File: src/rtl/bf7_pkg.sv
package bf7_pkg;

  // Window geometry.
  localparam int KSIZE     = 7;
  localparam int KHALF     = 3;
  // Line store: a ring of eight rows, each row split over four column-interleaved banks.
  localparam int RING_ROWS = 8;
  localparam int NSUB      = 4;

  // Arithmetic widths: a column sum of seven 8-bit values, a sum of seven column sums.
  localparam int COLSUM_W  = 11;
  localparam int TOTAL_W   = 14;
  localparam int RECIP_W   = 15;
  localparam int PROD_W    = 29;
  localparam int RSHIFT    = 20;
  // floor(s / 49) == (s * 21400) >> 20 for every s below 2^14.
  localparam logic [RECIP_W-1:0] RECIP49 = 15'd21400;
  localparam logic [7:0]         ALPHA   = 8'hFF;

  // Configuration port.
  localparam int CFG_W   = 12;
  localparam int PADDR_W = 3;
  localparam int PDATA_W = 32;

  // Output queue.
  localparam int FIFO_DEPTH = 8;
  localparam int FPTR_W     = $clog2(FIFO_DEPTH);
  localparam int CNT_W      = $clog2(FIFO_DEPTH + 1);

  typedef enum logic {
    KIND_PIXEL = 1'b0,
    KIND_FLUSH = 1'b1
  } kind_e;

  typedef enum logic {
    REG_FRAME_WIDTH  = 1'b0,
    REG_FRAME_HEIGHT = 1'b1
  } reg_idx_e;

  typedef struct packed {
    logic [7:0] blue;
    logic [7:0] green;
    logic [7:0] red;
  } pixel_t;

  // Everything the datapath needs about one emitted output pixel.
  typedef struct packed {
    logic                      emit;
    logic                      last;
    logic                      row_start;
    logic [1:0]                col_phase;
    logic [KSIZE-1:0]          row_ok;
    logic [NSUB-1:0]           col_ok;
    logic [KSIZE-1:0][2:0]     bank;
  } emit_info_t;

  typedef struct packed {
    logic valid;
    logic row_start;
  } lane_ctl_t;

  typedef struct packed {
    logic   last;
    pixel_t pix;
  } out_word_t;

endpackage

File: src/rtl/bf7_lane.sv
module bf7_lane (
  input  logic                                         clk_i,
  input  bf7_pkg::lane_ctl_t                           ctl_i,
  input  logic [bf7_pkg::NSUB-1:0][bf7_pkg::KSIZE-1:0][7:0] col_i,
  output logic [7:0]                                   mean_o
);

  logic [bf7_pkg::NSUB-1:0][bf7_pkg::COLSUM_W-1:0]  new_sum;
  logic [bf7_pkg::KSIZE-1:0][bf7_pkg::COLSUM_W-1:0] cs_q, cs_d;
  logic [bf7_pkg::TOTAL_W-1:0] tot_q, tot_d;
  logic [bf7_pkg::PROD_W-1:0]  prod_q;

  // Column sums of the four fresh columns; the window slides one column per output.
  always_comb begin
    for (int k = 0; k < bf7_pkg::NSUB; k++) begin
      new_sum[k] = '0;
      for (int dy = 0; dy < bf7_pkg::KSIZE; dy++) begin
        new_sum[k] = new_sum[k] + bf7_pkg::COLSUM_W'(col_i[k][dy]);
      end
    end
    cs_d = cs_q;
    if (ctl_i.valid) begin
      for (int i = 0; i < bf7_pkg::KHALF; i++) begin
        cs_d[i] = ctl_i.row_start ? '0 : cs_q[i+1];
      end
      for (int k = 0; k < bf7_pkg::NSUB; k++) begin
        cs_d[bf7_pkg::KHALF+k] = new_sum[k];
      end
    end
    tot_d = '0;
    for (int i = 0; i < bf7_pkg::KSIZE; i++) begin
      tot_d = tot_d + bf7_pkg::TOTAL_W'(cs_q[i]);
    end
  end

  always_ff @(posedge clk_i) begin
    cs_q   <= cs_d;
    tot_q  <= tot_d;
    prod_q <= bf7_pkg::PROD_W'(tot_q) * bf7_pkg::PROD_W'(bf7_pkg::RECIP49);
  end

  assign mean_o = prod_q[bf7_pkg::RSHIFT +: 8];

endmodule

File: config.mk
export PLATFORM = sky130hd
export DESIGN_NAME = bf7_lane
export DESIGN_NICKNAME = d
export VERILOG_FILES = /design/src/rtl/bf7_pkg.sv /design/src/rtl/bf7_lane.sv
export SDC_FILE = /design/constraint.sdc
export NUM_CORES = 1
export LEC_CHECK = 0
export ABC_AREA = 1
export BUFFER_PORTS_ARGS = -buffer_cell sky130_fd_sc_hd__buf_2
export CORE_MARGIN = 2
export CORE_UTILIZATION = 48
export CTS_CLUSTER_DIAMETER = 200
export DETAILED_ROUTE_END_ITERATION = 12
export PLACE_DENSITY = 0.81
export SETUP_SLACK_MARGIN = 0.5
export SLEW_MARGIN = 20
export SYNTH_ARGS = -nofsm -noshare
export SYNTH_HDL_FRONTEND = slang
export SYNTH_SLANG_ARGS = --single-unit
File: constraint.sdc
create_clock -name clk_i -period 3.9 [get_ports clk_i]
set_clock_uncertainty 0.2 [all_clocks]
set_input_delay 0.195 -clock clk_i [delete_from_list [all_inputs] [get_ports clk_i]]
set_output_delay 0.195 -clock clk_i [all_outputs]
set_load 0.01 [all_outputs]
* After elaboration in Yosys (flattened, before gate mapping) *
Index checks and enable logic that the tools add are counted.

cells by class
  add/subtract/negate cells = 30
  multipliers = 1

operators with widths
  cell                                                 count
  adder 11 x 8 -> 11 bit                               12
  adder 10 x 8 -> 11 bit                               4
  adder 14 x 11 -> 14 bit                              3
  adder 9 x 8 -> 10 bit                                4
  adder 8 x 8 -> 9 bit                                 4
  multiplier 14 x 12 -> 25 bit, second input constant  1
  adder 13 x 11 -> 14 bit                              1
  adder 12 x 11 -> 13 bit                              1
  adder 11 x 11 -> 12 bit                              1

word-level totals
  register bits after elaboration = 116
  input bits = 227
  output and inout bits = 8
  logic and storage cells = 40

* Logic depth before layout (Yosys ltp) *
  depth in word-level cells = 6
  gate-level depth with buffers = 20
  gate-level depth less buffers = 20

* Worst setup path before layout *
No wires, ideal clock.

  kind = flip-flop to flip-flop
  from = register tot_q[4] in the netlist's numbering
  to = register prod_q[24] in the netlist's numbering
  setup time = 0.113 ns
  arrival = 3.458 ns
  data required time = 3.587 ns
  setup slack = 0.129 ns
  cell stages (with the launch flop) = 15
  buffers on the path = 0
  clock period less this slack = 3.771 ns
  cells stage by stage = dfxtp_1 ha_1 fa_1 inv_1 fa_1 inv_1 fa_1 fa_1 ha_1 nand2_1 nor2_1 and2_2 nand4_2 nand4_1 nand2_1

between the ends
  cells in the longest elaborated chain, start to end = 1

RTL lines
  element                       RTL line        text
  start: declaration            bf7_lane.sv:10  logic [bf7_pkg::TOTAL_W-1:0] tot_q, tot_d;
  start signal: assignment      bf7_lane.sv:38  tot_q <= tot_d;
  multiplier 14 x 12 -> 25 bit  bf7_lane.sv:39  prod_q <= bf7_pkg::PROD_W'(tot_q) * bf7_pkg::PROD_W'(bf7_pkg::RECIP49);
  end signal: assignment        bf7_lane.sv:39
  end: declaration              bf7_lane.sv:11  logic [bf7_pkg::PROD_W-1:0] prod_q;

Every way passes these cells.
A chain may end at the register's enable or synchronous reset.

* Worst setup path after layout *
  from = register tot_q[6] in the netlist's numbering
  to = register prod_q[24] in the netlist's numbering

Same word-level chain as after synthesis.

==> out/metrics.cfg <==
[layout]
area_delta_synth_final_pct=27.40
finalNonFillerCells=1990
final_nets=2244
fillers=2091
mostFrequentLayoutCells=inv_1, fa_1, buf_2, ha_1, nand2_1
diodes=0
final_common_cell=inv_1
drive_above_1_share_pct=32.69

[yosys]
synthSimpleGateAreaFrac_pct=8.644
synth_adder_area_share_pct=52.78
synth_seq_cells=99
synth_top_family_by_area=adder cells
synth_area_um2=13330
synthFlopType=edfxtp_1
synth-xor-area-share_pct=2.891
ys_warn_count=0
syn-num-nets=1948
synth_area_per_cell_um2=10.17
synth-async-reset-ratio_pct=0
synthMuxAreaShare_pct=0
synth_top_cell_area_share_pct=38.14
synth_edf_count=77
synth-seq-area-share_pct=20.65
synthTopCellsByArea=fa_1, edfxtp_1, ha_1
synth_cells=1311
yosysUniqueCellTypes=31
synth_compound_area_share_pct=3.914
yosysTopAreaCell=fa_1

[placed_design]
port_buffers=234
hpwl_um=23110
post-place-ws_ps=-137.0
placed_cells=1945
gp_congestion=0.8960

[global_routing]
grt_pass1_vias=10510
grt_overflow=0
grt_pass1_wl_um=46350
antenna_found_initial=0
track_usage_pct=19.90
grt_max_degree=46

[run]
maxCapViolCount=0

[die]
ioPinCount=235
rows=61
dieArea_um2=29120
die_h_um=170.7
core_um2=27550
initial_utilization_pct=48.39
fp.dieW_um=170.7

[outcome]
status=finished, violations left
violations=negative setup slack

[timing]
final_max_slew_viol_count=0
rsz0062_at_grt=yes
setup_viol=7
slew_headroom_pct=34.49
whs_ps=80.18
hold_viol_final=0
fin_ws_ps=-39.19
fin_crit_ps=3939
finalCritPeriodShare_pct=101.0
timing.fmax_ghz=0.2539
worst_slew_pin_slew_ps=982.7

[worst_setup_path]
critPathRequiredTime_ps=3950
setup.worst_path.start_class=register
reg2reg_from=tot_q[6]
critPathLaunch=tot_q[6]
cp.arrival_ps=3990
worst_setup_path_end_kind=register
criticalPathCategory=reg -> reg
path_max_fanout=4

[route]
via_per_inst=4.794
drc=0
firstDrtPassIters=5
vias=9541
wire_per_inst_um=14.28
routed_wl_um=28430
antenna_left=0
drt-initial-drc-count=407

[hold_path]
hp-class=in -> reg
worstHoldStart=col_i[49]

[clocking]
cts_inserted_buffers=9
cts_tree=done
clk_pin_slew_ps=80
cts.sinks=99
clock_latency_ps=350
cts.path.max_buffers=2
htree_num_levels=3
cts-root-buf=clkbuf_16

[final timing paths]
path,end,slack [ps],depth (start not counted)
setup / recovery,prod_q[24],-40,14
hold / removal,cs_q[34],80,3
setup reg to reg,prod_q[24],-40,14
hold reg to reg,tot_q[0],280,1
[synth_stat cells (4+ instances only)]
library cell / n
xnor2_1: 5
o21bai_1: 5
nand2_1: 125
inv_1: 390
o2111ai_1: 4
dfxtp_1: 22
xor2_1: 39
ha_1: 156
nor2_1: 75
nand3_1: 41
nand2_2: 4
nor2_2: 5
a21oi_1: 50
o21ai_0: 19
edfxtp_1: 77
nand4_1: 11
clkbuf_1: 4
o21ai_1: 8
fa_1: 254
[metrics by stage]
stage	util, %	area, µm²	TNS [ps]
floorplan	-	13860	0
global placement	56.91	15680	-155.1
detailed placement	56.91	15680	-538.8
CTS	59.73	16460	-0.4370
global route	61.65	16990	-1384
finish	61.65	16990	-149.2
[kinds of logic (layout without fill, tap and decap cells)]
| family | Yosys count | count (layout) |
|---|---|---|
| AO/OA/AOI/OAI | 94 | 94 |
| XOR/XNOR | 44 | 44 |
| adder cells (fa/ha/maj) | 410 | 410 |
| buffers and inverters | 395 | 696 |
| flip-flops | 99 | 99 |
| AND/OR/NAND/NOR | 269 | 269 |
[critical path: stages, from the launching register on]
cell and delay (ps):
dfxtp_4 380, ha_4 240, fa_1 480, inv_1 50, fa_1 490, inv_2 40, fa_1 470, fa_1 520
ha_4 190, a21oi_1 210, o21ai_1 130, a21oi_1 230, nand3_1 110, nand2_1 70, nand2_1 40
[metal layers]
| layer | track usage, % | routed length [µm] | vias to the layer above |
|---|---|---|---|
| li1 | - | - | 4558 |
| met1 | 22.47 | 10700 | 4703 |
| met2 | 38.88 | 16000 | 231 |
| met3 | 2.359 | 938 | 49 |
| met5 | 0 | 0 | - |
| met4 | 6.057 | 782 | 0 |
[layout make-up]
class                   instances  area, µm²  share of cell area [%]
multi-input cells             817      10240                   60.27
well taps                     378      473.0                   2.785
clock inverters                 7      80.08                  0.4715
clock buffers                   9      225.2                   1.326
inverters                     391       1483                   8.729
repair buffers                289       1713                   10.08
flip-flops and latches         99       2774                   16.33
[registers in the layout (all words and copies together) (netlist names)]
name,cells
cs_q,77
tot_q,14
prod_q,8
[timing repair]
item	in CTS	in global routing
setup endpoints to repair	27	40
resized for setup	80	115
hold buffers	4	0
hold endpoints to repair	4	0
pin swaps	49	60
buffers inserted	15	10
Power is not shown: default switching activity piles up to over one toggle a cycle in this logic, so the estimate is an artifact.
