==> src/rtl/bf7_pkg.sv <==
package bf7_pkg;

  // Window geometry.
  localparam int KSIZE     = 7;
  localparam int KHALF     = 3;
  // Line store: a ring of eight rows, each row split over four column-interleaved banks.
  localparam int RING_ROWS = 8;
  localparam int NSUB      = 4;

  // Arithmetic widths: a column sum of seven 8-bit values, a sum of seven column sums.
  localparam int COLSUM_W  = 11;
  localparam int TOTAL_W   = 14;
  localparam int RECIP_W   = 15;
  localparam int PROD_W    = 29;
  localparam int RSHIFT    = 20;
  // floor(s / 49) == (s * 21400) >> 20 for every s below 2^14.
  localparam logic [RECIP_W-1:0] RECIP49 = 15'd21400;
  localparam logic [7:0]         ALPHA   = 8'hFF;

  // Configuration port.
  localparam int CFG_W   = 12;
  localparam int PADDR_W = 3;
  localparam int PDATA_W = 32;

  // Output queue.
  localparam int FIFO_DEPTH = 8;
  localparam int FPTR_W     = $clog2(FIFO_DEPTH);
  localparam int CNT_W      = $clog2(FIFO_DEPTH + 1);

  typedef enum logic {
    KIND_PIXEL = 1'b0,
    KIND_FLUSH = 1'b1
  } kind_e;

  typedef enum logic {
    REG_FRAME_WIDTH  = 1'b0,
    REG_FRAME_HEIGHT = 1'b1
  } reg_idx_e;

  typedef struct packed {
    logic [7:0] blue;
    logic [7:0] green;
    logic [7:0] red;
  } pixel_t;

  // Everything the datapath needs about one emitted output pixel.
  typedef struct packed {
    logic                      emit;
    logic                      last;
    logic                      row_start;
    logic [1:0]                col_phase;
    logic [KSIZE-1:0]          row_ok;
    logic [NSUB-1:0]           col_ok;
    logic [KSIZE-1:0][2:0]     bank;
  } emit_info_t;

  typedef struct packed {
    logic valid;
    logic row_start;
  } lane_ctl_t;

  typedef struct packed {
    logic   last;
    pixel_t pix;
  } out_word_t;

endpackage

==> src/rtl/bf7_merge.sv <==
module bf7_merge (
  input  logic                        clk_i,
  input  logic                        rst_ni,
  input  logic                        push_i,
  input  logic                        last_i,
  input  logic [7:0]                  red_i,
  input  logic [7:0]                  green_i,
  input  logic [7:0]                  blue_i,
  output logic [bf7_pkg::CNT_W-1:0]   count_o,
  output logic                        m_tvalid_o,
  input  logic                        m_tready_i,
  output logic [31:0]                 m_tdata_o,
  output logic                        m_tlast_o
);

  bf7_pkg::out_word_t              mem_q [bf7_pkg::FIFO_DEPTH];
  bf7_pkg::out_word_t              word;
  logic [bf7_pkg::FPTR_W-1:0]      wr_ptr_q, rd_ptr_q;
  logic [bf7_pkg::CNT_W-1:0]       count_q;
  logic                            pop;

  always_comb begin
    word.last      = last_i;
    word.pix.red   = red_i;
    word.pix.green = green_i;
    word.pix.blue  = blue_i;
  end

  assign pop = m_tvalid_o && m_tready_i;

  always_ff @(posedge clk_i) begin
    if (push_i) begin
      mem_q[wr_ptr_q] <= word;
    end
  end

  always_ff @(posedge clk_i or negedge rst_ni) begin
    if (!rst_ni) begin
      wr_ptr_q <= '0;
      rd_ptr_q <= '0;
      count_q  <= '0;
    end else begin
      if (push_i) begin
        wr_ptr_q <= wr_ptr_q + bf7_pkg::FPTR_W'(1);
      end
      if (pop) begin
        rd_ptr_q <= rd_ptr_q + bf7_pkg::FPTR_W'(1);
      end
      count_q <= count_q + bf7_pkg::CNT_W'(push_i) - bf7_pkg::CNT_W'(pop);
    end
  end

  assign count_o    = count_q;
  assign m_tvalid_o = (count_q != '0);
  assign m_tdata_o  = {bf7_pkg::ALPHA, mem_q[rd_ptr_q].pix};
  assign m_tlast_o  = mem_q[rd_ptr_q].last;

endmodule

==> config.mk <==
export PLATFORM = sky130hd
export DESIGN_NAME = bf7_merge
export DESIGN_NICKNAME = d
export VERILOG_FILES = /design/src/rtl/bf7_pkg.sv /design/src/rtl/bf7_merge.sv
export SDC_FILE = /design/constraint.sdc
export NUM_CORES = 1
export LEC_CHECK = 0
export BUFFER_PORTS_ARGS = -buffer_cell sky130_fd_sc_hd__clkbuf_2
export CORE_MARGIN = 4
export CORE_UTILIZATION = 45
export DETAILED_ROUTE_END_ITERATION = 10
export PLACE_DENSITY = 0.69
export SLEW_MARGIN = 10
export SYNTH_ARGS = -nofsm -noshare
export SYNTH_HDL_FRONTEND = slang
export SYNTH_SLANG_ARGS = --single-unit
==> constraint.sdc <==
create_clock -name clk_i -period 4.6 [get_ports clk_i]
set_input_delay 0.92 -clock clk_i [delete_from_list [all_inputs] [get_ports clk_i]]
set_output_delay 0.92 -clock clk_i [all_outputs]
set_load 0.01 [all_outputs]
* After elaboration in Yosys (flattened, before gate mapping)
Memory sizes are Yosys's and may differ from the RTL's.
Index checks and enable logic that the tools add are counted.
** Operators by class
- Add/subtract/negate cells :: 4
- Multiplexer cells :: 2
- Reductions and logical operators :: 2
** Operator list (count)
- $add 3x1->3 const B :: 2
- $add 4x1->4 :: 1
- $reduce_bool 4->1 :: 1
- $sub 4x1->4 :: 1
- $mux 1 :: 2
- $logic_and 1x1->1 :: 1
** Word-level totals
- Register bits :: 10
- Memory bits (writable) :: 200
- Input bits :: 29
- Logic and storage cells :: 12
- Memories :: 1
** Memories
- mem_q :: words 8, bits a word 25, rd ports 1, clocked after memory_dff 0, wr ports 1, line bf7_merge.sv:16 : bf7_pkg::out_word_t mem_q [bf7_pkg::FIFO_DEPTH];

* Depth between registers and ports, before layout
- Depth after elaboration :: 3
- Depth in mapped cells :: 11
- Mapped depth without buffers :: 11

* Least setup slack after synthesis
OpenSTA, ideal clock, no wires.
- Path kind :: input-to-reg
- Start :: input push_i
- End :: memory mem_q[0][0] (netlist name), enable pin
- Setup time :: 0.438 ns
- Arrival time :: 2.751 ns
- Setup slack :: 1.411 ns
- Cell stages on the path :: 2
- Path buffers :: 0
- Cells stage by stage :: nand2b_1 nor3_1
** On the way
- Word-level cells in the longest chain between the ends :: 2
** Ends and longest elaborated chain
- start: declaration :: line bf7_merge.sv:4 : input logic push_i,
- $mux 1 :: line bf7_merge.sv:32 : if (push_i) begin
- $mux 1 (implied by the code) :: line bf7_merge.sv:33 : mem_q[wr_ptr_q] <= word;
- end: declaration :: line bf7_merge.sv:16
No other way between the ends.

* Worst setup path in the final report
- Start :: register rd_ptr_q[0] (netlist name)
- End :: output m_tdata_o[21]
** On the way
- Word-level cells in the longest chain between the ends :: 1
** Ends and longest elaborated chain
- start: declaration :: line bf7_merge.sv:18 : logic [bf7_pkg::FPTR_W-1:0] wr_ptr_q, rd_ptr_q;
- start signal: assignment :: line bf7_merge.sv:47 : rd_ptr_q <= rd_ptr_q + bf7_pkg::FPTR_W'(1);
- $mem_v2 8x25
- end: declaration :: line bf7_merge.sv:12 : output logic [31:0] m_tdata_o,
No other way between the ends.

==> metrics.txt <==
actual slew at the worst max-slew pin=1.15 ns; launching element type of the critical path=register; RePlAce Congestion=0.701; all-layer global routing usage=0.141; vias in the first global route=3807; Final #Nets=461; initial core utilization=0.460; PD cells=622 mW/mm^2; Antenna Nets Post-Route=0; WL final=14.5 mm; Vias=3600; clk sinks=210; n_diodes=0; most numerous cell in the Yosys netlist=edfxtp_1; maximum buffer depth of the clock tree=3; critical path type=reg -> out; worst r2r path cells=11; Synth Flop Type=edfxtp_1; worst rel slew slack=0.231; Worst Skew=0.0184 ns; Die X=144 um; RSZ-0062 raised after global routing=false; Post-Syn Area=0.00832 mm^2; hold_buf cts=0; post-DP HPWL=7.85 mm; clock-pin slew of the registers on the worst-case setup and hold paths=0.06 ns; PostCTS Resize Cnt=0; reg-to-reg endpoint=count_o[2]; Fin. Hold Viols=0; number of H-tree levels=1; final core utilization=0.530; PortBufs=58; Root Driver=clkbuf_16; IO Pins=67; Via density=5.39; drt first pass iters=5; Post-CTS Setup Bufs=0; Max Clk Rate=0.285 GHz; largest cells by area after synthesis=edfxtp_1 (72%), mux4_1 (15%), mux2_2 (3.7%); Synth top area share=0.722; global-route wire length before repair=21.9 mm; Synth top cells by count=edfxtp_1 (200), mux4_1 (49), mux2_2 (27), dfrtp_1 (10), inv_1 (9); Final Max Slew Viols=0; largest net degree at the start of global routing=53; Final Cycle Share=0.764; GR Overflow Total=0; Clock Latency Late Sink=0.49 ns; CP Data Required Time=3.68 ns; total number of yosys warnings=0; # DRC=0; max-cap violations=0; TritonCTS buffer count=22; Iter 0 DRT Violations=186; number of synthesized flops with an enable pin=200; synth-to-layout area growth=15.2%; Cell variety after synth=23; Syn Inst Count=353; Leakage=3.36 nW; Die ar.=0.0207 mm^2; status=finished clean; Design Power=5.96 mW; Peak VDD IR=0.303 mV; Layout Cells excl Fill=668; CP endpoint kind=output pin; Crit Path Max Fanout=52; share of layout cells above drive strength 1=0.314; critical path startpoint=rd_ptr_q[0]; part of the Yosys area used for sequential elements=0.752; Placed Instances=629; Worst Path Arrival=2.59 ns; #FFs+latches synth=210; CTS tree=yes; asr flop ratio synth=0.0476; TNS Setup=0 ns; reg2reg setup slack=2.10 ns; fin crit period=3.51 ns; post-detailed-route wirelength per cell=21.7 um; initial antenna violation count=0; Worst R2R Start=count_o[2]; area leader, netlist=edfxtp_1; Setup crit end=m_tdata_o[21]; syn_area_per_cell=23.6 um^2; Hold WS=0.291 ns; type of the most critical hold path=in -> async; Die H=144 um; core box area=0.0181 mm^2; setup violators final=0; Rows=49
-- logic make-up (layout without fill, tap and decap cells) --
group / Yosys count / after routing / synth area share
DFF: 210 / 210 / 0.752
muxes: 77 / 77 / 0.194
buffers and inverters: 32 / 111 / 0.0235
and+or+nand+nor: 17 / 17 / 0.00962
adders and majority gates: 8 / 8 / 0.0129
xor gates and xnor gates: 6 / 6 / 0.00631
AOI/OAI and AO/OA: 2 / 2 / 0.00150
other: 1 / 8 / 0.000451
-- final cells by class --
class / instances / area, um^2
inverter: 9 / 33.8
multi-input combinational: 118 / 1950
clock buffer: 24 / 579
fill: 1365 / 8500
sequential: 210 / 6260
tap: 229 / 287
clock inverter: 15 / 134
timing repair buffer: 63 / 340
-- cells in the final DEF (no fill, tap or decap) --
cell type,n
a21o_1,1
a21oi_1,1
buf_12,1
buf_4,4
bufinv_16,2
clkbuf_1,1
clkbuf_16,23
clkbuf_2,58
clkinv_1,2
clkinv_2,7
clkinvlp_4,3
conb_1,8
dfrtp_1,8
dfrtp_2,2
edfxtp_1,200
fa_1,1
ha_1,7
inv_1,9
inv_6,1
mux2_2,27
mux4_1,49
mux4_2,1
nand2_1,4
nand2b_1,3
nand3_1,1
nor2_4,6
nor3_2,2
or3b_2,1
xnor2_1,4
xor2_1,2
-- routing by layer --
| layer | vias to the layer above | GRT usage | part of all wire |
|---|---|---|---|
| li1 | 1627 | - | - |
| met1 | 1842 | 0.179 | 0.41 |
| met2 | 105 | 0.248 | 0.51 |
| met3 | 26 | 0.0265 | 0.057 |
| met4 | 0 | 0.0456 | 0.020 |
| met5 | - | 0 | 0 |
-- stage by stage --
step	area (um^2)	worst slack, ns
after CTS	9580	1.04
final	9580	1.09
after detailed placement	8870	1.56
after floorplan	8350	1.41
after global routing	9580	0.994
after global placement	8870	1.57
-- report_power, final --
group          leakage [nW]  switching [mW]  total, mW  internal, mW
logic                  1.08           0.799       1.63         0.833
registers              1.93           0.199       2.62          2.42
clock network         0.348           0.691       1.71          1.02
total                  3.36            1.69       5.96          4.28
-- how the worst min path moves through the flow --
stage / startpoint / to / slack (ns) / depth (start not counted)
6_report: rst_ni / count_o[1] / 0.29 / 1
2_1_floorplan: wr_ptr_q[2] / wr_ptr_q[2] / 0.52 / 1
4_1_cts: rst_ni / count_o[3] / 0.28 / 1
5_1_grt: rst_ni / count_o[3] / 0.29 / 1
3_3_place_gp: wr_ptr_q[1] / wr_ptr_q[1] / 0.53 / 1
3_5_place_dp: wr_ptr_q[1] / wr_ptr_q[1] / 0.55 / 1
-- sequential cells by signal, summed over array words and instances (netlist names) --
| signal | count |
|---|---|
| rd_ptr_q | 3 |
| mem_q | 200 |
| count_o | 4 |
| wr_ptr_q | 3 |
-- critical path, stage by stage, from the launching register on --
cell      delay (ns)
dfrtp_2         0.34
buf_4           0.67
mux4_1          0.67
mux2_2          0.29
clkbuf_2        0.13
No activity file was read; power rests on OpenSTA's default activity.
