File: src/rtl/bf7_pkg.sv
package bf7_pkg;

  // Window geometry.
  localparam int KSIZE     = 7;
  localparam int KHALF     = 3;
  // Line store: a ring of eight rows, each row split over four column-interleaved banks.
  localparam int RING_ROWS = 8;
  localparam int NSUB      = 4;

  // Arithmetic widths: a column sum of seven 8-bit values, a sum of seven column sums.
  localparam int COLSUM_W  = 11;
  localparam int TOTAL_W   = 14;
  localparam int RECIP_W   = 15;
  localparam int PROD_W    = 29;
  localparam int RSHIFT    = 20;
  // floor(s / 49) == (s * 21400) >> 20 for every s below 2^14.
  localparam logic [RECIP_W-1:0] RECIP49 = 15'd21400;
  localparam logic [7:0]         ALPHA   = 8'hFF;

  // Configuration port.
  localparam int CFG_W   = 12;
  localparam int PADDR_W = 3;
  localparam int PDATA_W = 32;

  // Output queue.
  localparam int FIFO_DEPTH = 8;
  localparam int FPTR_W     = $clog2(FIFO_DEPTH);
  localparam int CNT_W      = $clog2(FIFO_DEPTH + 1);

  typedef enum logic {
    KIND_PIXEL = 1'b0,
    KIND_FLUSH = 1'b1
  } kind_e;

  typedef enum logic {
    REG_FRAME_WIDTH  = 1'b0,
    REG_FRAME_HEIGHT = 1'b1
  } reg_idx_e;

  typedef struct packed {
    logic [7:0] blue;
    logic [7:0] green;
    logic [7:0] red;
  } pixel_t;

  // Everything the datapath needs about one emitted output pixel.
  typedef struct packed {
    logic                      emit;
    logic                      last;
    logic                      row_start;
    logic [1:0]                col_phase;
    logic [KSIZE-1:0]          row_ok;
    logic [NSUB-1:0]           col_ok;
    logic [KSIZE-1:0][2:0]     bank;
  } emit_info_t;

  typedef struct packed {
    logic valid;
    logic row_start;
  } lane_ctl_t;

  typedef struct packed {
    logic   last;
    pixel_t pix;
  } out_word_t;

endpackage

File: src/rtl/bf7_ctrl.sv
module bf7_ctrl #(
  parameter int MAX_WIDTH  = 2048,
  parameter int MAX_HEIGHT = 2048,
  localparam int CW  = $clog2(MAX_WIDTH),
  localparam int CE  = CW + 1,
  localparam int RW  = $clog2(MAX_HEIGHT + 1),
  localparam int RE  = RW + 1,
  localparam int AW  = $clog2((MAX_WIDTH + 3) / 4),
  localparam int MW  = (CE > RE) ? CE : RE,
  localparam int CLW = (MW > 12) ? MW : 12
) (
  input  logic                           clk_i,
  input  logic                           rst_ni,
  // Configuration
  input  logic                           cfg_we_i,
  input  logic                           cfg_idx_i,
  input  logic [bf7_pkg::CFG_W-1:0]      cfg_wdata_i,
  output logic [bf7_pkg::PDATA_W-1:0]    cfg_rdata_o,
  // Accepted input word
  input  logic                           step_i,
  input  logic                           kind_i,
  input  bf7_pkg::pixel_t                pix_i,
  // Line store write
  output logic                           wr_en_o,
  output logic [2:0]                     wr_bank_o,
  output logic [1:0]                     wr_sub_o,
  output logic [AW-1:0]                  wr_addr_o,
  output bf7_pkg::pixel_t                wr_data_o,
  // Line store read, one address per column bank
  output logic [bf7_pkg::NSUB-1:0][AW-1:0] rd_addr_o,
  output bf7_pkg::emit_info_t            info_o
);

  logic [bf7_pkg::CFG_W-1:0] width_raw_q, height_raw_q;
  logic [CW-1:0] in_col_q, in_col_d, out_col_q, out_col_d;
  logic [RW-1:0] in_row_q, in_row_d, out_row_q, out_row_d;
  bf7_pkg::emit_info_t info_q, info_d;

  logic [CE-1:0]  w_c;
  logic [RW-1:0]  h_c;
  logic [CLW-1:0] w_ext, h_ext;
  logic           is_pixel, restart, ready;
  logic [CW-1:0]  ic0, oc0, ic1, oc1;
  logic [RW-1:0]  ir0, or0, ir1, or1;
  logic [CE-1:0]  ic_inc, oc_inc, nc, nc_raw, col_k;
  logic [RE-1:0]  nr, nr_raw, rp;
  logic [1:0]     k_off;

  // Effective frame size, clamped to 1..maximum.
  always_comb begin
    w_ext = CLW'(width_raw_q);
    h_ext = CLW'(height_raw_q);
    if (w_ext == '0) begin
      w_c = CE'(1);
    end else if (w_ext > CLW'(MAX_WIDTH)) begin
      w_c = CE'(MAX_WIDTH);
    end else begin
      w_c = w_ext[CE-1:0];
    end
    if (h_ext == '0) begin
      h_c = RW'(1);
    end else if (h_ext > CLW'(MAX_HEIGHT)) begin
      h_c = RW'(MAX_HEIGHT);
    end else begin
      h_c = h_ext[RW-1:0];
    end
  end

  always_comb begin
    is_pixel = (bf7_pkg::kind_e'(kind_i) == bf7_pkg::KIND_PIXEL);
    restart  = is_pixel && ((in_row_q >= h_c) || (CE'(in_col_q) >= w_c));
    ir0 = restart ? '0 : in_row_q;
    ic0 = restart ? '0 : in_col_q;
    or0 = restart ? '0 : out_row_q;
    oc0 = restart ? '0 : out_col_q;

    // Input position after this word.
    ic_inc = CE'(ic0) + CE'(1);
    ir1 = ir0;
    ic1 = ic0;
    if (is_pixel) begin
      if (ic_inc >= w_c) begin
        ic1 = '0;
        ir1 = ir0 + RW'(1);
      end else begin
        ic1 = ic_inc[CW-1:0];
      end
    end

    // An output is ready once its bottom-right neighbour (clamped to the frame) is in.
    nr_raw = RE'(or0) + RE'(bf7_pkg::KHALF);
    nr     = (nr_raw < RE'(h_c)) ? nr_raw : (RE'(h_c) - RE'(1));
    nc_raw = CE'(oc0) + CE'(bf7_pkg::KHALF);
    nc     = (nc_raw < w_c) ? nc_raw : (w_c - CE'(1));
    ready  = step_i && (or0 < h_c) &&
             ((nr < RE'(ir1)) || ((nr == RE'(ir1)) && (nc < CE'(ic1))));

    oc_inc = CE'(oc0) + CE'(1);
    or1 = or0;
    oc1 = oc0;
    if (ready) begin
      if (oc_inc >= w_c) begin
        oc1 = '0;
        or1 = or0 + RW'(1);
      end else begin
        oc1 = oc_inc[CW-1:0];
      end
    end

    // Read side: columns oc0..oc0+3, each landing in a different column bank.
    for (int j = 0; j < bf7_pkg::NSUB; j++) begin
      k_off        = 2'(j) - oc0[1:0];
      col_k        = CE'(oc0) + CE'(k_off);
      rd_addr_o[j] = AW'(col_k >> 2);
    end

    info_d           = '0;
    info_d.emit      = ready;
    info_d.last      = (or0 == (h_c - RW'(1))) && (CE'(oc0) == (w_c - CE'(1)));
    info_d.row_start = (oc0 == '0);
    info_d.col_phase = oc0[1:0];
    for (int k = 0; k < bf7_pkg::NSUB; k++) begin
      info_d.col_ok[k] = (CE'(oc0) + CE'(k)) < w_c;
    end
    for (int dy = 0; dy < bf7_pkg::KSIZE; dy++) begin
      rp                = RE'(or0) + RE'(dy);
      info_d.row_ok[dy] = (rp >= RE'(bf7_pkg::KHALF)) &&
                          (rp < (RE'(h_c) + RE'(bf7_pkg::KHALF)));
      info_d.bank[dy]   = 3'(rp + RE'(bf7_pkg::RING_ROWS - bf7_pkg::KHALF));
    end
    if (!ready) begin
      info_d.row_ok = '0;
    end

    in_row_d  = step_i ? ir1 : in_row_q;
    in_col_d  = step_i ? ic1 : in_col_q;
    out_row_d = step_i ? or1 : out_row_q;
    out_col_d = step_i ? oc1 : out_col_q;
    if (cfg_we_i) begin
      in_row_d  = '0;
      in_col_d  = '0;
      out_row_d = '0;
      out_col_d = '0;
    end
  end

  assign wr_en_o   = step_i && is_pixel;
  assign wr_bank_o = 3'(ir0);
  assign wr_sub_o  = ic0[1:0];
  assign wr_addr_o = AW'(ic0 >> 2);
  assign wr_data_o = pix_i;

  always_ff @(posedge clk_i or negedge rst_ni) begin
    if (!rst_ni) begin
      width_raw_q  <= bf7_pkg::CFG_W'(512);
      height_raw_q <= bf7_pkg::CFG_W'(512);
      in_row_q     <= '0;
      in_col_q     <= '0;
      out_row_q    <= '0;
      out_col_q    <= '0;
      info_q       <= '0;
    end else begin
      if (cfg_we_i) begin
        case (bf7_pkg::reg_idx_e'(cfg_idx_i))
          bf7_pkg::REG_FRAME_WIDTH:  width_raw_q  <= cfg_wdata_i;
          bf7_pkg::REG_FRAME_HEIGHT: height_raw_q <= cfg_wdata_i;
          default: ;
        endcase
      end
      in_row_q  <= in_row_d;
      in_col_q  <= in_col_d;
      out_row_q <= out_row_d;
      out_col_q <= out_col_d;
      info_q    <= info_d;
    end
  end

  always_comb begin
    case (bf7_pkg::reg_idx_e'(cfg_idx_i))
      bf7_pkg::REG_FRAME_WIDTH:  cfg_rdata_o = bf7_pkg::PDATA_W'(width_raw_q);
      bf7_pkg::REG_FRAME_HEIGHT: cfg_rdata_o = bf7_pkg::PDATA_W'(height_raw_q);
      default:                   cfg_rdata_o = '0;
    endcase
  end

  assign info_o = info_q;

endmodule

File: config.mk
export PLATFORM = sky130hd
export DESIGN_NAME = bf7_ctrl
export DESIGN_NICKNAME = d
export VERILOG_FILES = /design/src/rtl/bf7_pkg.sv /design/src/rtl/bf7_ctrl.sv
export SDC_FILE = /design/constraint.sdc
export NUM_CORES = 1
export LEC_CHECK = 0
export ABC_CLOCK_PERIOD_IN_PS = 9300
export BUFFER_PORTS_ARGS = -buffer_cell sky130_fd_sc_hd__buf_4
export CORE_MARGIN = 2
export CORE_UTILIZATION = 50
export DETAILED_ROUTE_END_ITERATION = 10
export PLACE_DENSITY = 0.77
export SLEW_MARGIN = 20
export SYNTH_ARGS = -nofsm -noshare
export SYNTH_HDL_FRONTEND = slang
export SYNTH_SLANG_ARGS = --single-unit
File: constraint.sdc
create_clock -name clk_i -period 9.3 [get_ports clk_i]
set_input_delay 0.465 -clock clk_i [delete_from_list [all_inputs] [get_ports clk_i]]
set_output_delay 0.465 -clock clk_i [all_outputs]
set_load 0.05 [all_outputs]
After elaboration in Yosys (flattened, before gate mapping) --
Index checks and enable logic that the tools add are counted.
Storage, ports and cells: bits in registers 107, input port bits 42, output and inout bits 144, logic and storage cells 131
Cells by class: add/subtract/negate cells 30, magnitude comparators 28, equal/unequal tests 3, mux-type cells 28, bitwise gates (word level) 2, reductions and logical operators 21
Operators by type and width (count):
- 2-to-1 mux 12 bit | 15
- 2-to-1 mux 11 bit | 10
- greater-or-equal comparator 13 x 2 -> 1 bit (second input constant) | 6
- < comparator 13 bit | 6
- case mux 32 bit (2 select lines) | 1
- < comparator 12 bit | 4
- adder 11 x 2 -> 11 bit | 4
- adder 12 x 2 -> 13 bit (second input constant) | 3
- adder 12 x 3 -> 13 bit (second input constant) | 3
- greater-or-equal comparator 12 bit | 3
- < comparator 13 x 12 -> 1 bit | 2
- adder 11 x 1 -> 12 bit (second input constant) | 2
- adder 11 x 2 -> 12 bit (second input constant) | 2
- adder 12 x 1 -> 12 bit (second input constant) | 2
- > comparator 12 bit (second input constant) | 2
- zero test 12 bit | 2
- subtractor 12 x 1 -> 12 bit (second input constant) | 2
- adder 3 bit (second input constant) | 6
- adder 12 x 1 -> 13 bit (second input constant) | 1
- == test 13 x 12 -> 1 bit | 1
- logical AND 1 bit | 13
- < comparator 12 x 13 -> 1 bit | 1
- 2-to-1 mux 13 bit | 1
- subtractor 12 x 1 -> 13 bit (second input constant) | 1
- other kinds (14) | 19

Depth between registers and ports, before layout --
Gate-level depths: netlist of run 1.
word-level depth 18, gate-level depth with buffers 43, mapped depth without buffers 37

Worst setup path after synthesis of run 1 --
OpenSTA, ideal clock, no wires.
path kind reg2reg, start point register height_raw_q[2] in the netlist's numbering, end point register out_row_q[4], library setup time 0.082 ns, arrival 8.245 ns, data required time 9.218 ns, path slack 0.973 ns, stages on the path, launching flop included 40, buffers on the path 5, period minus slack after synthesis 8.327 ns, cells stage by stage dfrtp_1 > clkbuf_1 > nor4_2 > nand2_1 > nor4_1 > o21ai_0 > inv_1 > ha_1 > nand2b_1 > a31oi_1 > o311a_1 > o22a_1 > buf_2 > buf_4 > nand3_1 > inv_1 > ha_1 > clkbuf_1 > [4 not listed] > xnor2_1 > nor2_1 > ha_1 > a211oi_1 > a32oi_1 > o21a_1 > buf_1 > mux2_2 > ha_1 > a21o_1 > a21oi_1 > o21a_1 > nand2_1 > mux2_2 > a211o_1 > a21o_2 > or4_1 > a31oi_1
Between the ends: longest elaborated chain between the ends 18, elaborated cells on any way between the ends 40, classes of those cells 7 x add/sub; 9 x order compare; 1 x eq/ne; 16 x mux; 7 x reduce/logical
RTL lines:
- from (decl) | line bf7_ctrl.sv:34 | logic [bf7_pkg::CFG_W-1:0] width_raw_q, height_raw_q;
- from (signal assigned) | line bf7_ctrl.sv:156 | height_raw_q <= bf7_pkg::CFG_W'(512);
- from (signal assigned) | line bf7_ctrl.sv:166 | bf7_pkg::REG_FRAME_HEIGHT: height_raw_q <= cfg_wdata_i;
- > comparator 12 bit | line bf7_ctrl.sv:62 | end else if (h_ext > CLW'(MAX_HEIGHT)) begin
- 2-to-1 mux 12 bit | line bf7_ctrl.sv:62
- 2-to-1 mux 12 bit (*) | line bf7_ctrl.sv:60 | if (h_ext == '0) begin
- greater-or-equal comparator 12 bit | line bf7_ctrl.sv:71 | restart = is_pixel && ((in_row_q >= h_c) || (CE'(in_col_q) >= w_c));
- logical OR 1 bit | line bf7_ctrl.sv:71
- logical AND 1 bit | line bf7_ctrl.sv:71
- 2-to-1 mux 11 bit | line bf7_ctrl.sv:73 | ic0 = restart ? '0 : in_col_q;
- adder 11 x 1 -> 12 bit | line bf7_ctrl.sv:78 | ic_inc = CE'(ic0) + CE'(1);
- [2 not listed]
- 2-to-1 mux 11 bit / 2-to-1 mux 12 bit (equally long branches) | line bf7_ctrl.sv:81 | if (is_pixel) begin
- < comparator 12 x 11 -> 1 bit / == test 13 x 12 -> 1 bit (equally long branches) | line bf7_ctrl.sv:96 | ((nr < RE'(ir1)) || ((nr == RE'(ir1)) && (nc < CE'(ic1))));
- logical AND 1 bit | line bf7_ctrl.sv:96
- logical OR 1 bit | line bf7_ctrl.sv:96
- logical AND 1 bit | line bf7_ctrl.sv:95 | ready = step_i && (or0 < h_c) &&
- 2-to-1 mux 12 bit (*) | line bf7_ctrl.sv:101 | if (ready) begin
- 2-to-1 mux 12 bit (*) | line bf7_ctrl.sv:137 | out_row_d = step_i ? or1 : out_row_q;
- 2-to-1 mux 12 bit (*) | line bf7_ctrl.sv:139 | if (cfg_we_i) begin
- to (signal assigned) | line bf7_ctrl.sv:172 | out_row_q <= out_row_d;
- to (decl) | line bf7_ctrl.sv:36 | logic [RW-1:0] in_row_q, in_row_d, out_row_q, out_row_d;
Every way passes the cells marked *; elsewhere a longest branch is shown, timed or not. The select of a mux whose other input is x is not followed. A chain may end at the register's enable or synchronous reset.

==> results.json, run 1 <==
{
  "worst_path_most_repeated_cell": "ha_1",
  "drt_first_pass_iters": 5,
  "maxSlewViolCount": 0,
  "ioPinCount": 186,
  "worst_clock_skew_ns": 0.01154,
  "r2r_slack_ns": 0.51,
  "clock-sinks": 99,
  "syn_avg_cell_area_um2": 8.067,
  "first_iter_violations": 1328,
  "initial_core_util": 0.5081,
  "drc": 0,
  "synth-seq-cells": 99,
  "maxCapViolCount": 0,
  "vias_per_cell": 6.433,
  "syn_to_final_growth_pct": 10.23,
  "ys_seq_area_frac": 0.1816,
  "r2r-start": "height_raw_q[3]",
  "peakVddDrop_v": 0.0001053,
  "crit_required_ns": 9.58,
  "fp.dieH_um": 169.3,
  "p_leak_nw": 7.073,
  "overflow": 0,
  "syn-instance-count": 1693,
  "numCtsBuffers": 9,
  "antenna_found_initial": 1,
  "cts.clk_slew.worst_paths_ns": 0.09,
  "rsz0062_at_grt": "false",
  "die_area_um2": 28650,
  "cpMaxStageDelayCell": "or4_1",
  "r2r_cells": 33,
  "crit_path_start_kind": "register",
  "insertion_delay_ns": 0.37,
  "slew_headroom": 0.2865,
  "fin_nets": 2033,
  "critPathArrivalTime_ns": 9.06,
  "clock_path_buffers": 2,
  "grt_usage": 0.3322,
  "wl_per_cell_um": 22.65,
  "cts_root_buf": "clkbuf_16",
  "grt_max_degree": 53,
  "grt_pass1_vias": 13038,
  "gp_congestion": 1.036,
  "vias": 13548,
  "diodes": 0,
  "synthFlopType": "dfrtp_1",
  "hold_class": "primary input to async pin",
  "synth_warnings": 0,
  "synth_edf_count": 0,
  "grt_pass1_wl_um": 74220,
  "fmax_ghz": 0.1138,
  "worst_pin_slew_ns": 1.067,
  "ant_nets": 0,
  "coreArea_um2": 26880,
  "synth.cell_area_um2": 13660,
  "async_reset_ff_frac": 1.000,
  "max_stage_delay_ns": 0.53,
  "die_w_um": 169.3,
  "min_period_ns": 8.788,
  "critPathCaptureType": "register",
  "ys_types": 88,
  "cp_max_fo": 24,
  "finalHoldViolCount": 0,
  "powerDensity_nw_per_um2": 130.0,
  "cts_hold_buffers": 0,
  "period_share": 0.9449,
  "io_buffers": 117,
  "crit_type": "register to register",
  "drive_gt1_frac": 0.1484,
  "h-tree-depth": 3,
  "utilization": 0.5601,
  "finalSetupTns_ns": 0,
  "drt-total-wl_um": 47690,
  "dpl.hpwl_um": 36530,
  "setup_viol": 0,
  "cts_tree": "built",
  "timing.rr.end": "out_row_q[4]",
  "row_count": 60,
  "status": "finished, final reports clean"
}
per-layer routing:
| layer | GRT usage | wire length (um) |
|---|---|---|
| met1 | 0.4404 | 19970 |
| met2 | 0.5414 | 21510 |
| met3 | 0.05037 | 3997 |
| met4 | 0.1360 | 2215 |
| met5 | 0 | 0 |
placed cells by master, fill, tap and decap left out, drive strengths merged, types with 8 or more instances in the layout:
master,n
mux2i,15
a211oi,24
nor2b,22
inv,69
o211ai,17
nor4,29
nor2,182
a32o,8
a31oi,10
nand3,55
conb,26
a21oi,83
xnor2,101
clkbuf,9
and3,25
a22o,11
xor2,49
and2,8
mux2,43
nand4,33
nand2b,11
a21o,26
nand2,149
dfrtp,97
nor3,38
o21ai,64
buf,170
ha,231
o21a,38
metrics by stage:
stage	power [mW]	cells	instance area, um^2	hold slack [ns]	worst slack [ns]
floorplan	1.229	1717	13750	0.1694	0.9732
global placement	1.495	2090	14710	0.5160	0.8492
detailed placement	1.517	2090	14710	0.5308	0.3857
CTS	1.926	2106	15010	0.1801	0.3583
global route	2.058	2106	15050	0.2050	0.05725
finish	1.956	2106	15050	0.1592	0.5122
worst max-delay path by stage:
stage | start | to | slack [ns] | cells past startpoint
2_1_floorplan | height_raw_q[2] | out_row_q[4] | 0.97 | 39
3_3_place_gp | height_raw_q[3] | out_row_q[4] | 0.85 | 33
3_5_place_dp | height_raw_q[3] | out_col_q[8] | 0.39 | 36
4_1_cts | height_raw_q[3] | out_col_q[5] | 0.36 | 36
5_1_grt | height_raw_q[3] | out_row_q[4] | 0.06 | 36
6_report | height_raw_q[3] | out_row_q[4] | 0.51 | 33
synth_stat cells, types with 15 or more instances:
| cell type | instances | share of area |
|---|---|---|
| mux2i_1 | 15 | 0.011 |
| xnor2_1 | 101 | 0.065 |
| buf_2 | 17 | 0.0062 |
| buf_4 | 55 | 0.030 |
| o21a_1 | 38 | 0.021 |
| mux2_2 | 43 | 0.035 |
| nand3_1 | 52 | 0.019 |
| a211oi_1 | 24 | 0.013 |
| nor2_1 | 182 | 0.050 |
| nor4_1 | 27 | 0.012 |
| nand4_1 | 32 | 0.015 |
| xor2_1 | 49 | 0.031 |
| a21o_1 | 25 | 0.014 |
| and3_1 | 25 | 0.011 |
| inv_1 | 64 | 0.018 |
| o211ai_1 | 17 | 0.0093 |
| o21ai_0 | 63 | 0.023 |
| nor3_1 | 35 | 0.013 |
| a21oi_1 | 82 | 0.030 |
| nand2_1 | 149 | 0.041 |
| ha_1 | 231 | 0.21 |
| clkbuf_1 | 57 | 0.016 |
| nor2b_1 | 22 | 0.010 |
| dfrtp_1 | 97 | 0.18 |
area by class of cell:
type	count	area, um^2
timing repair buffer	170	1276
fill	2504	11820
inverter	68	255.2
clock inverter	7	77.57
multi-input combinational	1412	10310
sequential	99	2480
clock buffer	9	225.2
tap	341	426.7
critical path, delay by kind of cell (launching register included):
family,cells,cell delay [ns]
AO/OA/AOI/OAI,12,3.04
XOR/XNOR,1,0.09
adder cells (fa/ha/maj),4,1.28
buffers and inverters,2,0.41
flip-flops,1,0.49
multiplexers,2,0.58
AND/OR/NAND/NOR,12,2.81
flip-flops by register name, indices dropped and copies added (netlist names):
signal        cells
height_raw_q     12
in_col_q         11
in_row_q         12
info_o           29
out_col_q        11
out_row_q        12
width_raw_q      12
what timing repair did:
action | in CTS | in global routing
setup endpoints to repair | 0 | 29
gates resized for setup | 0 | 7
setup buffers | 0 | 0
cell families (layout without fill, tap and decap cells):
| family | count (synthesis) | in the layout | share of synthesized area |
|---|---|---|---|
| AND/OR/NAND/NOR | 593 | 593 | 0.2109 |
| AO/OA/AOI/OAI | 354 | 354 | 0.1787 |
| adder cells (fa/ha/maj) | 231 | 231 | 0.2116 |
| buffers and inverters | 206 | 254 | 0.07394 |
| XOR/XNOR | 150 | 150 | 0.09620 |
| flip-flops | 99 | 99 | 0.1816 |
| multiplexers | 58 | 58 | 0.04645 |
| other | 2 | 26 | 0.0005499 |
power by group:
group	switching, mW	internal, mW
logic	0.669	0.355
registers	0.0537	0.466
clock network	0.219	0.193
total	0.942	1.01
No activity file was read; power rests on OpenSTA's default activity.
==> run 2: changes to the inputs <==
==> constraint.sdc (replaced) <==
create_clock -name clk_i -period 9.3 [get_ports clk_i]
set_input_delay 1.86 -clock clk_i [delete_from_list [all_inputs] [get_ports clk_i]]
set_output_delay 1.86 -clock clk_i [all_outputs]
set_load 0.05 [all_outputs]
==> results.json, run 2 (synthesized netlist as in run 1, its figures left out) <==
{
  "status": "finished, final reports clean",
  "fp.dieH_um": 169.3,
  "die_w_um": 169.3,
  "p_leak_nw": 7.075,
  "slew_headroom": 0.2915,
  "io_buffers": 117,
  "drt-total-wl_um": 47900,
  "clock_path_buffers": 2,
  "first_iter_violations": 1475,
  "drt_first_pass_iters": 6,
  "die_area_um2": 28650,
  "h-tree-depth": 3,
  "place_inst": 2090,
  "grt_pass1_vias": 12921,
  "gp_congestion": 1.032,
  "grt_usage": 0.3319,
  "seq_area_um2": 2480,
  "fmax_ghz": 0.1129,
  "initial_core_util": 0.5081,
  "critPathCaptureType": "register",
  "crit_type": "register to register",
  "min_period_ns": 8.854,
  "row_count": 60,
  "worst_pin_slew_ns": 1.059,
  "grt_use_met3": 0.04757,
  "wl_per_cell_um": 22.74,
  "nFillCells": 2482,
  "max_stage_delay_ns": 0.53,
  "cts_root_buf": "clkbuf_16",
  "syn_to_final_growth_pct": 10.28,
  "grt_max_degree": 53,
  "layout_common_cells": "231 x ha_1, 180 x nor2_1, 170 x buf_4, 147 x nand2_1, 101 x xnor2_1",
  "whs_ns": 0.5526,
  "critPathArrivalTime_ns": 9.15,
  "powerDensity_nw_per_um2": 129.9,
  "drive_gt1_frac": 0.1490,
  "cts_setup_buffers": 0,
  "largest_reg_flops": 29,
  "crit_required_ns": 9.59,
  "grt_use_met2": 0.5526,
  "grt_pass1_wl_um": 74000,
  "final_cell_count_no_fill": 2106,
  "antenna_found_initial": 1,
  "period_share": 0.9520,
  "cts_tree": "built",
  "final_common_cell": "ha_1",
  "multiInputGateArea_um2": 10310,
  "cpMaxStageDelayCell": "or4_1",
  "ant_nets": 0,
  "vias": 13523,
  "hold_class": "register to register",
  "worst_clock_skew_ns": 0.01219,
  "dpl.hpwl_um": 36750,
  "gr-max-usage-layer": "met2",
  "cp_max_fo": 25,
  "finalHoldViolCount": 0,
  "finalSetupTns_ns": 0,
  "cts.clk_slew.worst_paths_ns": 0.09,
  "clock-sinks": 99,
  "crit_path_start_kind": "register",
  "numCtsBuffers": 9,
  "diodes": 0,
  "insertion_delay_ns": 0.37,
  "coreArea_um2": 26880,
  "drc": 0,
  "fin_nets": 2033,
  "maxCapViolCount": 0,
  "worst_path_most_repeated_cell": "ha_1",
  "ioPinCount": 186,
  "maxSlewViolCount": 0,
  "setup_viol": 0,
  "overflow": 0,
  "vias_per_cell": 6.421,
  "peakVddDrop_v": 0.0001185,
  "rsz0062_at_grt": "false",
  "grt_use_met1": 0.4350
}
## run 2: layer usage
layer	vias to the layer above	wire length [um]
met2	809	22030
met3	153	4476
met4	0	1873
met1	6405	19520
li1	6156	-
met5	-	0
## run 2: worst max-delay path, delay by kind of cell, from the launching register on
family | cells | cell delay (ns)
AOI/OAI and AO/OA | 13 | 2.92
and+or+nand+nor | 9 | 2.46
adders and majority gates | 4 | 1.23
buffers and inverters | 3 | 0.83
muxes | 2 | 0.66
DFF | 1 | 0.50
xor gates and xnor gates | 1 | 0.12
## run 2: worst paths after layout
| check | from | end | slack (ns) | cells past startpoint |
|---|---|---|---|---|
| max | height_raw_q[3] | out_row_q[4] | 0.45 | 32 |
| min | in_row_q[11] | in_row_q[11] | 0.55 | 1 |
| max reg2reg | height_raw_q[3] | out_row_q[4] | 0.45 | 32 |
| min reg2reg | in_row_q[11] | in_row_q[11] | 0.55 | 1 |
| max in group asynchronous | rst_ni | in_row_q[11] | 6.54 | 2 |
| min in group asynchronous | rst_ni | info_o[15] | 1.56 | 1 |
## run 2: area by class of cell
| cell class | count | area share |
|---|---|---|
| Inverter | 68 | 0.01695 |
| Timing Repair Buffer | 170 | 0.08474 |
| Clock buffer | 9 | 0.01495 |
| Multi-Input combinational cell | 1412 | 0.6846 |
| Sequential cell | 99 | 0.1647 |
| Tap cell | 341 | 0.02833 |
| Clock inverter | 7 | 0.005732 |
## run 2: through the flow
stage               utilization  setup slack, ns  area, um^2  total power, mW
floorplan                     -           0.9732       13750            1.229
global placement         0.5473           0.8327       14710            1.495
detailed placement       0.5473           0.3652       14710            1.518
CTS                      0.5589           0.3068       15020            1.929
global route             0.5604          0.01663       15060            2.051
finish                   0.5604           0.4463       15060            1.957
## run 2: what timing repair did
item	4_1_cts	5_1_grt
resized for setup	0	6
hold buffers	0	0
endpoints found under the setup margin	0	30
## run 2: power by group
group	total, mW	switching [mW]	internal [mW]
clock	0.409	0.217	0.193
combinational	1.03	0.671	0.356
sequential	0.520	0.0539	0.466
